==> config.mk <==
export PLATFORM = sky130hd
export DESIGN_NAME = i2c_display_byte_writer_flat
export DESIGN_NICKNAME = d
export VERILOG_FILES = /design/src/design/i2cdbw_pkg.sv /design/src/design/i2cdbw_if.sv /design/src/design/i2c_display_byte_writer.sv /design/src/flat_wrapper.sv
export SDC_FILE = /design/constraint.sdc
export NUM_CORES = 1
export LEC_CHECK = 0
export BUFFER_PORTS_ARGS = -buffer_cell sky130_fd_sc_hd__buf_2
export CORE_ASPECT_RATIO = 1.1
export CORE_UTILIZATION = 55
export DETAILED_ROUTE_END_ITERATION = 10
export PLACE_DENSITY = 0.87
export SYNTH_ARGS = -nofsm -noshare
export SYNTH_HDL_FRONTEND = slang
export SYNTH_SLANG_ARGS = --single-unit
==> constraint.sdc <==
create_clock -name i_clk -period 5.46 [get_ports i_clk]
set_input_delay 0.546 -clock i_clk [delete_from_list [all_inputs] [get_ports i_clk]]
set_output_delay 0.546 -clock i_clk [all_outputs]
set_load 0.005 [all_outputs]
==> src/design/i2cdbw_pkg.sv <==
// Shared constants for the I2C display byte writer.
package i2cdbw_pkg;

    // Request codes carried in the req_type field.
    localparam logic REQ_TICK  = 1'b0;
    localparam logic REQ_WRITE = 1'b1;

    // Frame layout: start (3 steps), three bytes of nine bit slots (81 steps), stop (3 steps).
    localparam logic [6:0] STEP_IDLE       = 7'd0;
    localparam logic [6:0] STEP_START_HIGH = 7'd1;
    localparam logic [6:0] STEP_START_SDA  = 7'd2;
    localparam logic [6:0] STEP_START_SCL  = 7'd3;
    localparam logic [6:0] STEP_BODY_LAST  = 7'd84;
    localparam logic [6:0] STEP_STOP_SDA   = 7'd85;
    localparam logic [6:0] STEP_STOP_SCL   = 7'd86;
    localparam logic [6:0] FRAME_STEPS     = 7'd87;

    // Sub-step positions inside one bit slot.
    localparam logic [1:0] PHASE_DATA = 2'd0;
    localparam logic [1:0] PHASE_RISE = 2'd1;
    localparam logic [1:0] PHASE_FALL = 2'd2;

    // Bit slot index of the ack slot that follows each byte.
    localparam logic [3:0] BIT_ACK = 4'd8;

    // Byte slots of the frame.
    localparam logic [1:0] SLOT_ADDR = 2'd0;
    localparam logic [1:0] SLOT_CTRL = 2'd1;
    localparam logic [1:0] SLOT_DATA = 2'd2;

    // Control bytes and register reset value.
    localparam logic [7:0] CTRL_DATA  = 8'h40;
    localparam logic [7:0] CTRL_CMD   = 8'h00;
    localparam logic [7:0] ADDR_RESET = 8'h78;

endpackage

==> src/design/i2cdbw_if.sv <==
// Handshake channel interfaces for the I2C display byte writer.
interface i2cdbw_req_if;
    logic       valid;
    logic       ready;
    logic       req_type;
    logic [7:0] data_byte;
    logic       is_data;

    modport source (output valid, output req_type, output data_byte, output is_data,
                    input ready);
    modport sink   (input valid, input req_type, input data_byte, input is_data,
                    output ready);
endinterface

interface i2cdbw_res_if;
    logic valid;
    logic ready;
    logic scl_level;
    logic sda_level;
    logic busy_res;
    logic rejected;

    modport source (output valid, output scl_level, output sda_level, output busy_res,
                    output rejected, input ready);
    modport sink   (input valid, input scl_level, input sda_level, input busy_res,
                    input rejected, output ready);
endinterface

interface i2cdbw_cfg_if;
    logic       valid;
    logic       ready;
    logic [7:0] data;

    modport source (output valid, output data, input ready);
    modport sink   (input valid, input data, output ready);
endinterface

==> src/design/i2c_display_byte_writer.sv <==
// Write-only I2C master that steps SCL and SDA through one address/control/data frame.
// A result is registered and becomes valid in the cycle after its input transaction is accepted.
// Throughput: one input transaction per cycle; the single output register is refilled
// in the same cycle that its result is taken, so only a stalled result holds off input.
// Reset: synchronous, active low; idle with both lines high, address register 0x78.
module i2c_display_byte_writer (
    input  logic                 i_clk,
    input  logic                 i_rst_n,
    i2cdbw_req_if.sink           i_req,
    i2cdbw_res_if.source         o_res,
    i2cdbw_cfg_if.sink           i_cfg
);

    logic       r_out_valid;
    logic       r_rej;
    logic [7:0] r_addr;
    logic [6:0] r_step;
    logic [7:0] r_byte;
    logic       r_mode;
    logic       r_scl;
    logic       r_sda;
    logic [1:0] r_phase;
    logic [3:0] r_bit;
    logic [1:0] r_slot;

    logic       n_rej;
    logic [6:0] n_step;
    logic [7:0] n_byte;
    logic       n_mode;
    logic       n_scl;
    logic       n_sda;
    logic [1:0] n_phase;
    logic [3:0] n_bit;
    logic [1:0] n_slot;

    logic       in_acc;
    logic       busy;
    logic [7:0] slot_byte;
    logic       slot_bit;

    // Input is taken whenever the result register is empty or being emptied.
    assign i_req.ready = !r_out_valid || o_res.ready;
    assign in_acc      = i_req.valid && i_req.ready;
    assign busy        = (r_step != i2cdbw_pkg::STEP_IDLE);

    // Configuration writes are always taken.
    assign i_cfg.ready = 1'b1;

    always_ff @(posedge i_clk) begin
        if (!i_rst_n) begin
            r_addr <= i2cdbw_pkg::ADDR_RESET;
        end else if (i_cfg.valid) begin
            r_addr <= i_cfg.data;
        end
    end

    // Byte sent in the current slot and the bit under the bit counter, MSB first.
    always_comb begin
        unique case (r_slot)
            i2cdbw_pkg::SLOT_ADDR: slot_byte = r_addr;
            i2cdbw_pkg::SLOT_CTRL: slot_byte = r_mode ? i2cdbw_pkg::CTRL_DATA
                                                      : i2cdbw_pkg::CTRL_CMD;
            default:               slot_byte = r_byte;
        endcase
        slot_bit = slot_byte[3'd7 - r_bit[2:0]];
    end

    // One frame step, a request load, or the rejection of a write taken while busy, per accepted transaction.
    always_comb begin
        n_rej   = 1'b0;
        n_step  = r_step;
        n_byte  = r_byte;
        n_mode  = r_mode;
        n_scl   = r_scl;
        n_sda   = r_sda;
        n_phase = r_phase;
        n_bit   = r_bit;
        n_slot  = r_slot;
        if (i_req.req_type == i2cdbw_pkg::REQ_WRITE) begin
            if (busy) begin
                n_rej = 1'b1;
            end else begin
                n_byte  = i_req.data_byte;
                n_mode  = i_req.is_data;
                n_step  = i2cdbw_pkg::STEP_START_HIGH;
                n_phase = i2cdbw_pkg::PHASE_DATA;
                n_bit   = 4'd0;
                n_slot  = i2cdbw_pkg::SLOT_ADDR;
            end
        end else if (busy) begin
            n_step = (r_step == i2cdbw_pkg::FRAME_STEPS) ? i2cdbw_pkg::STEP_IDLE
                                                         : r_step + 7'd1;
            priority if (r_step == i2cdbw_pkg::STEP_START_HIGH) begin
                n_scl = 1'b1;
                n_sda = 1'b1;
            end else if (r_step == i2cdbw_pkg::STEP_START_SDA) begin
                n_sda = 1'b0;
            end else if (r_step == i2cdbw_pkg::STEP_START_SCL) begin
                n_scl = 1'b0;
            end else if (r_step <= i2cdbw_pkg::STEP_BODY_LAST) begin
                unique case (r_phase)
                    i2cdbw_pkg::PHASE_DATA: begin
                        n_sda = (r_bit == i2cdbw_pkg::BIT_ACK) ? 1'b1 : slot_bit;
                    end
                    i2cdbw_pkg::PHASE_RISE: begin
                        n_scl = 1'b1;
                    end
                    default: begin
                        n_scl = 1'b0;
                    end
                endcase
                // Advance phase, then bit slot, then byte slot; the last byte wraps to the first.
                if (r_phase == i2cdbw_pkg::PHASE_FALL) begin
                    n_phase = i2cdbw_pkg::PHASE_DATA;
                    if (r_bit == i2cdbw_pkg::BIT_ACK) begin
                        n_bit  = 4'd0;
                        n_slot = (r_slot == i2cdbw_pkg::SLOT_DATA) ? i2cdbw_pkg::SLOT_ADDR
                                                                   : r_slot + 2'd1;
                    end else begin
                        n_bit = r_bit + 4'd1;
                    end
                end else begin
                    n_phase = r_phase + 2'd1;
                end
            end else if (r_step == i2cdbw_pkg::STEP_STOP_SDA) begin
                n_sda = 1'b0;
            end else if (r_step == i2cdbw_pkg::STEP_STOP_SCL) begin
                n_scl = 1'b1;
            end else begin
                n_sda = 1'b1;
            end
        end
    end

    // Frame state and result register.
    always_ff @(posedge i_clk) begin
        if (!i_rst_n) begin
            r_out_valid <= 1'b0;
            r_step      <= i2cdbw_pkg::STEP_IDLE;
            r_byte      <= 8'd0;
            r_mode      <= 1'b0;
            r_scl       <= 1'b1;
            r_sda       <= 1'b1;
            r_phase     <= i2cdbw_pkg::PHASE_DATA;
            r_bit       <= 4'd0;
            r_slot      <= i2cdbw_pkg::SLOT_ADDR;
        end else begin
            if (in_acc) begin
                r_out_valid <= 1'b1;
                r_step      <= n_step;
                r_byte      <= n_byte;
                r_mode      <= n_mode;
                r_scl       <= n_scl;
                r_sda       <= n_sda;
                r_phase     <= n_phase;
                r_bit       <= n_bit;
                r_slot      <= n_slot;
            end else if (o_res.ready) begin
                r_out_valid <= 1'b0;
            end
        end
    end

    always_ff @(posedge i_clk) begin
        if (in_acc) begin
            r_rej <= n_rej;
        end
    end

    // The line levels and busy flag are the state left by the last transaction.
    assign o_res.valid     = r_out_valid;
    assign o_res.scl_level = r_scl;
    assign o_res.sda_level = r_sda;
    assign o_res.busy_res  = busy;
    assign o_res.rejected  = r_rej;

    // A write request taken while idle starts the frame at its first step.
    a_load_starts: assert property (@(posedge i_clk) disable iff (!i_rst_n)
        (in_acc && i_req.req_type == i2cdbw_pkg::REQ_WRITE && !busy)
        |=> (r_step == i2cdbw_pkg::STEP_START_HIGH))
        else $error("write request did not start a frame");

    // A write request taken while busy is reported as rejected and leaves the step alone.
    a_busy_reject: assert property (@(posedge i_clk) disable iff (!i_rst_n)
        (in_acc && i_req.req_type == i2cdbw_pkg::REQ_WRITE && busy)
        |=> (o_res.rejected && r_step == $past(r_step)))
        else $error("request during frame not rejected");

    // The step counter never leaves the frame.
    a_step_range: assert property (@(posedge i_clk) disable iff (!i_rst_n)
        (r_step <= i2cdbw_pkg::FRAME_STEPS))
        else $error("step index out of range");

    // Bit-slot counters stay within one byte slot and the three bytes.
    a_counter_range: assert property (@(posedge i_clk) disable iff (!i_rst_n)
        (r_phase != 2'd3 && r_bit <= i2cdbw_pkg::BIT_ACK && r_slot != 2'd3))
        else $error("slot counters out of range");

    // Input stalls only while a result waits to be taken.
    a_stall_cause: assert property (@(posedge i_clk) disable iff (!i_rst_n)
        !i_req.ready |-> (r_out_valid && !o_res.ready))
        else $error("input stalled without a pending result");

endmodule

==> src/flat_wrapper.sv <==
// flat-port wrapper written by rule: the top's interface ports become plain ports
module i2c_display_byte_writer_flat 
  (i_clk, i_rst_n, i_req_valid, i_req_req_type, i_req_data_byte, i_req_is_data, i_req_ready, o_res_valid, o_res_scl_level, o_res_sda_level, o_res_busy_res, o_res_rejected, o_res_ready, i_cfg_valid, i_cfg_data, i_cfg_ready);
  i2cdbw_req_if i_req_i ();
  i2cdbw_res_if o_res_i ();
  i2cdbw_cfg_if i_cfg_i ();
  input  logic i_clk;
  input  logic i_rst_n;
  input wire logic [$bits(i_req_i.valid)-1:0] i_req_valid;
  input wire logic [$bits(i_req_i.req_type)-1:0] i_req_req_type;
  input wire logic [$bits(i_req_i.data_byte)-1:0] i_req_data_byte;
  input wire logic [$bits(i_req_i.is_data)-1:0] i_req_is_data;
  output wire logic [$bits(i_req_i.ready)-1:0] i_req_ready;
  output wire logic [$bits(o_res_i.valid)-1:0] o_res_valid;
  output wire logic [$bits(o_res_i.scl_level)-1:0] o_res_scl_level;
  output wire logic [$bits(o_res_i.sda_level)-1:0] o_res_sda_level;
  output wire logic [$bits(o_res_i.busy_res)-1:0] o_res_busy_res;
  output wire logic [$bits(o_res_i.rejected)-1:0] o_res_rejected;
  input wire logic [$bits(o_res_i.ready)-1:0] o_res_ready;
  input wire logic [$bits(i_cfg_i.valid)-1:0] i_cfg_valid;
  input wire logic [$bits(i_cfg_i.data)-1:0] i_cfg_data;
  output wire logic [$bits(i_cfg_i.ready)-1:0] i_cfg_ready;
  assign i_req_i.valid = i_req_valid;
  assign i_req_i.req_type = i_req_req_type;
  assign i_req_i.data_byte = i_req_data_byte;
  assign i_req_i.is_data = i_req_is_data;
  assign i_req_ready = i_req_i.ready;
  assign o_res_valid = o_res_i.valid;
  assign o_res_scl_level = o_res_i.scl_level;
  assign o_res_sda_level = o_res_i.sda_level;
  assign o_res_busy_res = o_res_i.busy_res;
  assign o_res_rejected = o_res_i.rejected;
  assign o_res_i.ready = o_res_ready;
  assign i_cfg_i.valid = i_cfg_valid;
  assign i_cfg_i.data = i_cfg_data;
  assign i_cfg_ready = i_cfg_i.ready;
  i2c_display_byte_writer u_core (.i_clk(i_clk), .i_rst_n(i_rst_n), .i_req(i_req_i), .o_res(o_res_i), .i_cfg(i_cfg_i));
endmodule
==> results summary <==
The flow ran to the end, and the final reports show no timing, DRC or antenna violations. The routed wirelength normalized by instance count is 14.0 um. The primary flip-flop cell chosen by synthesis mapping is sky130_fd_sc_hd__dfxtp_1. The count of input and output buffers is 28. For this design, the slowest cell found on the critical path is sky130_fd_sc_hd__or4_4. The clock network power share is 29.5%. The startpoint kind of the worst setup timing path is a register. In the final design database the tool counted 278 nets. Net switching is 27.6% of the power. The die boundary height came out at 64.5 um. The area of the core is 3360 um^2. The fmax is 357 MHz. TritonCTS built the clock tree. The worst path uses 51.3% of the clock period. In this run the cell area of the synthesized design comes to 1950 um^2. After routing the design area is 2170 um^2.

The most common cell in the synthesized netlist is sky130_fd_sc_hd__dfxtp_1. The total net switching power came out at between 0.0001 and 0.00015 W. The post-CTS setup repair buffer count is 0. The fraction of layout instances using a drive strength above 1 came out at approximately 18%. The aggregate global-route resource usage is roughly a quarter. The global routing usage on met3 came out at around 6.6%.

Among the stages of the critical path, the cell type that occurs most often is sky130_fd_sc_hd__nand2_1. After global routing, the most crowded layer is met2. Yosys mapped the design onto 51 distinct sky130hd cell types. The clock-pin slew reported for the worst setup and hold paths after clock tree synthesis is 0.12 ns. The slew at the pin with the worst max-slew slack came out at slightly below 0.6 ns. The signal on the critical path passes through or4_4, nor2_8, nand2_1, inv_1, ha_1, or3_1, nor2_1, nand2_1, o21ai_0, and2_1. The DRC marker count from the first detailed-route iteration came out at 100. The remaining antenna violation count came out at 0. The post-synthesis area per instance came out at just under 9 um^2. The required time of the critical path came out at 5.76 ns. The area of the multi-input gates came out at 1140 um^2. The post-CTS resize count came out at 0.

After clock tree synthesis, the flow added hold-fix buffers numbering 0. The count of flip-flops with a built-in enable after synthesis is 1. The type of the most critical hold path is primary input to register. The cell area power density came out at 235 nW/um^2. The initial antenna violation count is 0.

The maximum number of pins on one net before global-route repair came out at 21. In the final timing run, aggregate negative setup slack is 0 ns. The max-slew violation count is 0. The worst setup path is captured at a register. The initialized floorplan defines 22 standard-cell rows. After detailed routing, the total wire length is 4.17 mm.

The wire-length estimate of the detail-placed layout is 2.94 mm. In this run the horizontal extent of the chip is slightly below 60 um. The total area of sequential cells is 731 um^2. No sink is reached through more buffers than the 2 on the longest clock path.

The global-route track usage on met1 came out at 26.3%. Clock latency on the worst-skew pair, taken at its later pin, is 0.35 ns. In this design, the stage delay of the slowest critical-path cell is 0.58 ns. The number of CTS-inserted buffers came out at 5.

In the routed layout, each cell is associated on average with a via count of 5.73. For this design, the sink count on the clock tree is 36. CTS built an H-tree with a depth of 2. The number of top-level pins came out at 30. The total power consumption of the routed design is 0.000511 W. The area of the die is roughly 3800 um^2.

Routability-driven placement finished with a final weighted congestion of 0.834. The internal power is 0.000370 W. The count of warnings emitted by yosys came out at 0.

The area growth from synthesis to layout is 11.3%. The number of placed cells counting well taps is around 290. The minimum clock period is approximately 2.8 ns. The number of max-cap violations came out at 0. The synthesized flop and latch total came out at 36. The number of endpoints with negative hold slack in the final report is 0. Setup repair after global routing left no endpoint under its margin. Across the VDD grid, the largest voltage drop is between 0.15 and 0.2 mV. For this run, the register share of the synthesized area comes to 37.4%.

The commonest cells after synthesis are 35 x sky130_fd_sc_hd__dfxtp_1, 28 x sky130_fd_sc_hd__nor2_1, 18 x sky130_fd_sc_hd__nand2_1. The highest fanout seen on the critical path is 8. Yosys attributes the largest share of cell area to sky130_fd_sc_hd__dfxtp_1 36%, sky130_fd_sc_hd__mux2i_1 8.7%, sky130_fd_sc_hd__nor2_1 5.4%.

Leaving out filler cells and counting taps, the final layout contains ~300. After global routing the overflow that remains totals 0. The critical path is of the register to register type.

The biggest area consumer among synthesized cells is sky130_fd_sc_hd__dfxtp_1. The first global-routing pass estimated ~7 mm of wire. The relative slew slack is between 60% and 70%. The post-synthesis instance total is 223. The overall via count from detail_route came out at 1,701.

The proportion of netlist area held by the largest area contributor came out at 35.9%. The antenna diode count came out at 0. The fraction of registers with async set/reset came out at 0%. The via count of the first global-routing pass is 1,552.

The initial standard-cell utilization of the core came out at roughly three fifths. The setup violation total in the final timing report came out at 0. The number of detailed-routing iterations run before antenna repair came out at 4. Data on the critical path arrives at its endpoint at 3.10 ns. The setup skew after layout is between 0.015 and 0.02 ns. The met2 routing resource usage after global routing came out at 41.5%. The leakage power is just over 0.9 nW.

In the routed design, unresolved DRC markers number 0. The clock root buffer master is sky130_fd_sc_hd__clkbuf_4. Counting the fill cells in the layout gives around 300. Per report_power, the sequential group accounts for between 50% and 60% of the total.

The total cell area at the placement stage is 2110 um^2. The combinational share of power came out at between 10% and 20%. The synthesized net count came out at approximately 250.
## worst paths after layout
path,start,endpoint,slack (ns),cells past startpoint
hold / removal,i_cfg_data[3],u_core.r_addr[3],0.41,3
setup / recovery,u_core.r_step[2],u_core.r_step[2],2.66,10
hold reg to reg,u_core.r_phase[1],u_core.r_phase[1],0.49,2
setup reg to reg,u_core.r_step[2],u_core.r_step[2],2.66,10
## cells in the final DEF (no fill, tap or decap), types with 2 or more instances in the layout
master                      n
sky130_fd_sc_hd__a21oi_1   14
sky130_fd_sc_hd__a32oi_1    3
sky130_fd_sc_hd__and2_1     4
sky130_fd_sc_hd__and3_1     3
sky130_fd_sc_hd__buf_2     28
sky130_fd_sc_hd__clkbuf_4   5
sky130_fd_sc_hd__clkinv_2   2
sky130_fd_sc_hd__dfxtp_1   35
sky130_fd_sc_hd__ha_1       7
sky130_fd_sc_hd__inv_1     11
sky130_fd_sc_hd__mux2i_1   17
sky130_fd_sc_hd__nand2_1   18
sky130_fd_sc_hd__nand2b_1   4
sky130_fd_sc_hd__nand3_1    3
sky130_fd_sc_hd__nand3b_1   2
sky130_fd_sc_hd__nand4_1    2
sky130_fd_sc_hd__nor2_1    28
sky130_fd_sc_hd__nor2b_1    6
sky130_fd_sc_hd__nor3_1     2
sky130_fd_sc_hd__nor3_2     2
sky130_fd_sc_hd__nor3b_1    6
sky130_fd_sc_hd__o211ai_1   4
sky130_fd_sc_hd__o21ai_0    3
sky130_fd_sc_hd__o21ai_1    4
sky130_fd_sc_hd__o22ai_1    2
sky130_fd_sc_hd__or3_1      2
sky130_fd_sc_hd__xnor2_1    4
sky130_fd_sc_hd__xor2_1     3
## cell type report
| type | count | share of cell area, % |
|---|---|---|
| Tap cell | 48 | 2.76 |
| Multi-Input combinational cell | 165 | 52.3 |
| Timing Repair Buffer | 28 | 6.44 |
| Sequential cell | 36 | 33.6 |
| Inverter | 12 | 2.07 |
| Clock inverter | 2 | 0.460 |
| Clock buffer | 6 | 2.36 |
## metal layers
layer	wire length (um)	vias to the layer above
met5	0	-
met4	95	0
met3	207	14
met2	2120	61
met1	1750	792
li1	-	834
## metrics by stage
step	util (%)	hold slack (ns)	setup slack (ns)
after floorplan	-	0.433	3.00
after detailed placement	62.9	0.477	2.78
final	64.8	0.411	2.66
after CTS	64.8	0.409	2.71
after global placement	62.9	0.465	2.86
after global routing	64.8	0.391	2.55
## cells by family after synthesis
family	count (synthesis)	synth area share (%)
other	1	0.192
adder cells (fa/ha/maj)	7	4.48
flip-flops	36	37.4
buffers and inverters	22	4.42
AO/OA/AOI/OAI	40	13.5
multiplexers	20	11.0
XOR/XNOR	7	3.14
AND/OR/NAND/NOR	90	25.9
## worst max-delay path, delay by kind of cell (launching register included)
kind	cells	cell delay (ns)
compound gates	1	0.14
fa+ha+maj	1	0.25
flops	1	0.39
buf+inv	1	0.09
simple gates	7	1.89
## power groups by stage
| stage | clock, W | sequential [W] | combinational, W |
|---|---|---|---|
| 2_1_floorplan | 0 | 0.000286 | 0.0000550 |
| 5_1_grt | 0.000168 | 0.000283 | 0.0000850 |
| 6_report | 0.000151 | 0.000282 | 0.0000781 |
| 3_5_place_dp | 0 | 0.000288 | 0.0000767 |
| 4_1_cts | 0.000154 | 0.000282 | 0.0000777 |
| 3_3_place_gp | 0 | 0.000287 | 0.0000741 |
## registers in the layout, summed over array words and instances, names as in the netlist
| register | flops |
|---|---|
| u_core.r_mode | 1 |
| u_core.r_addr | 8 |
| u_core.r_phase | 2 |
| u_core.r_bit | 4 |
| u_core.r_step | 7 |
| u_core.r_slot | 2 |
| u_core.r_byte | 8 |
| u_core.o_res.valid | 1 |
| u_core.o_res.sda_level | 1 |
| u_core.o_res.scl_level | 1 |
| u_core.o_res.rejected | 1 |
Power figures use the tool's default switching activity.
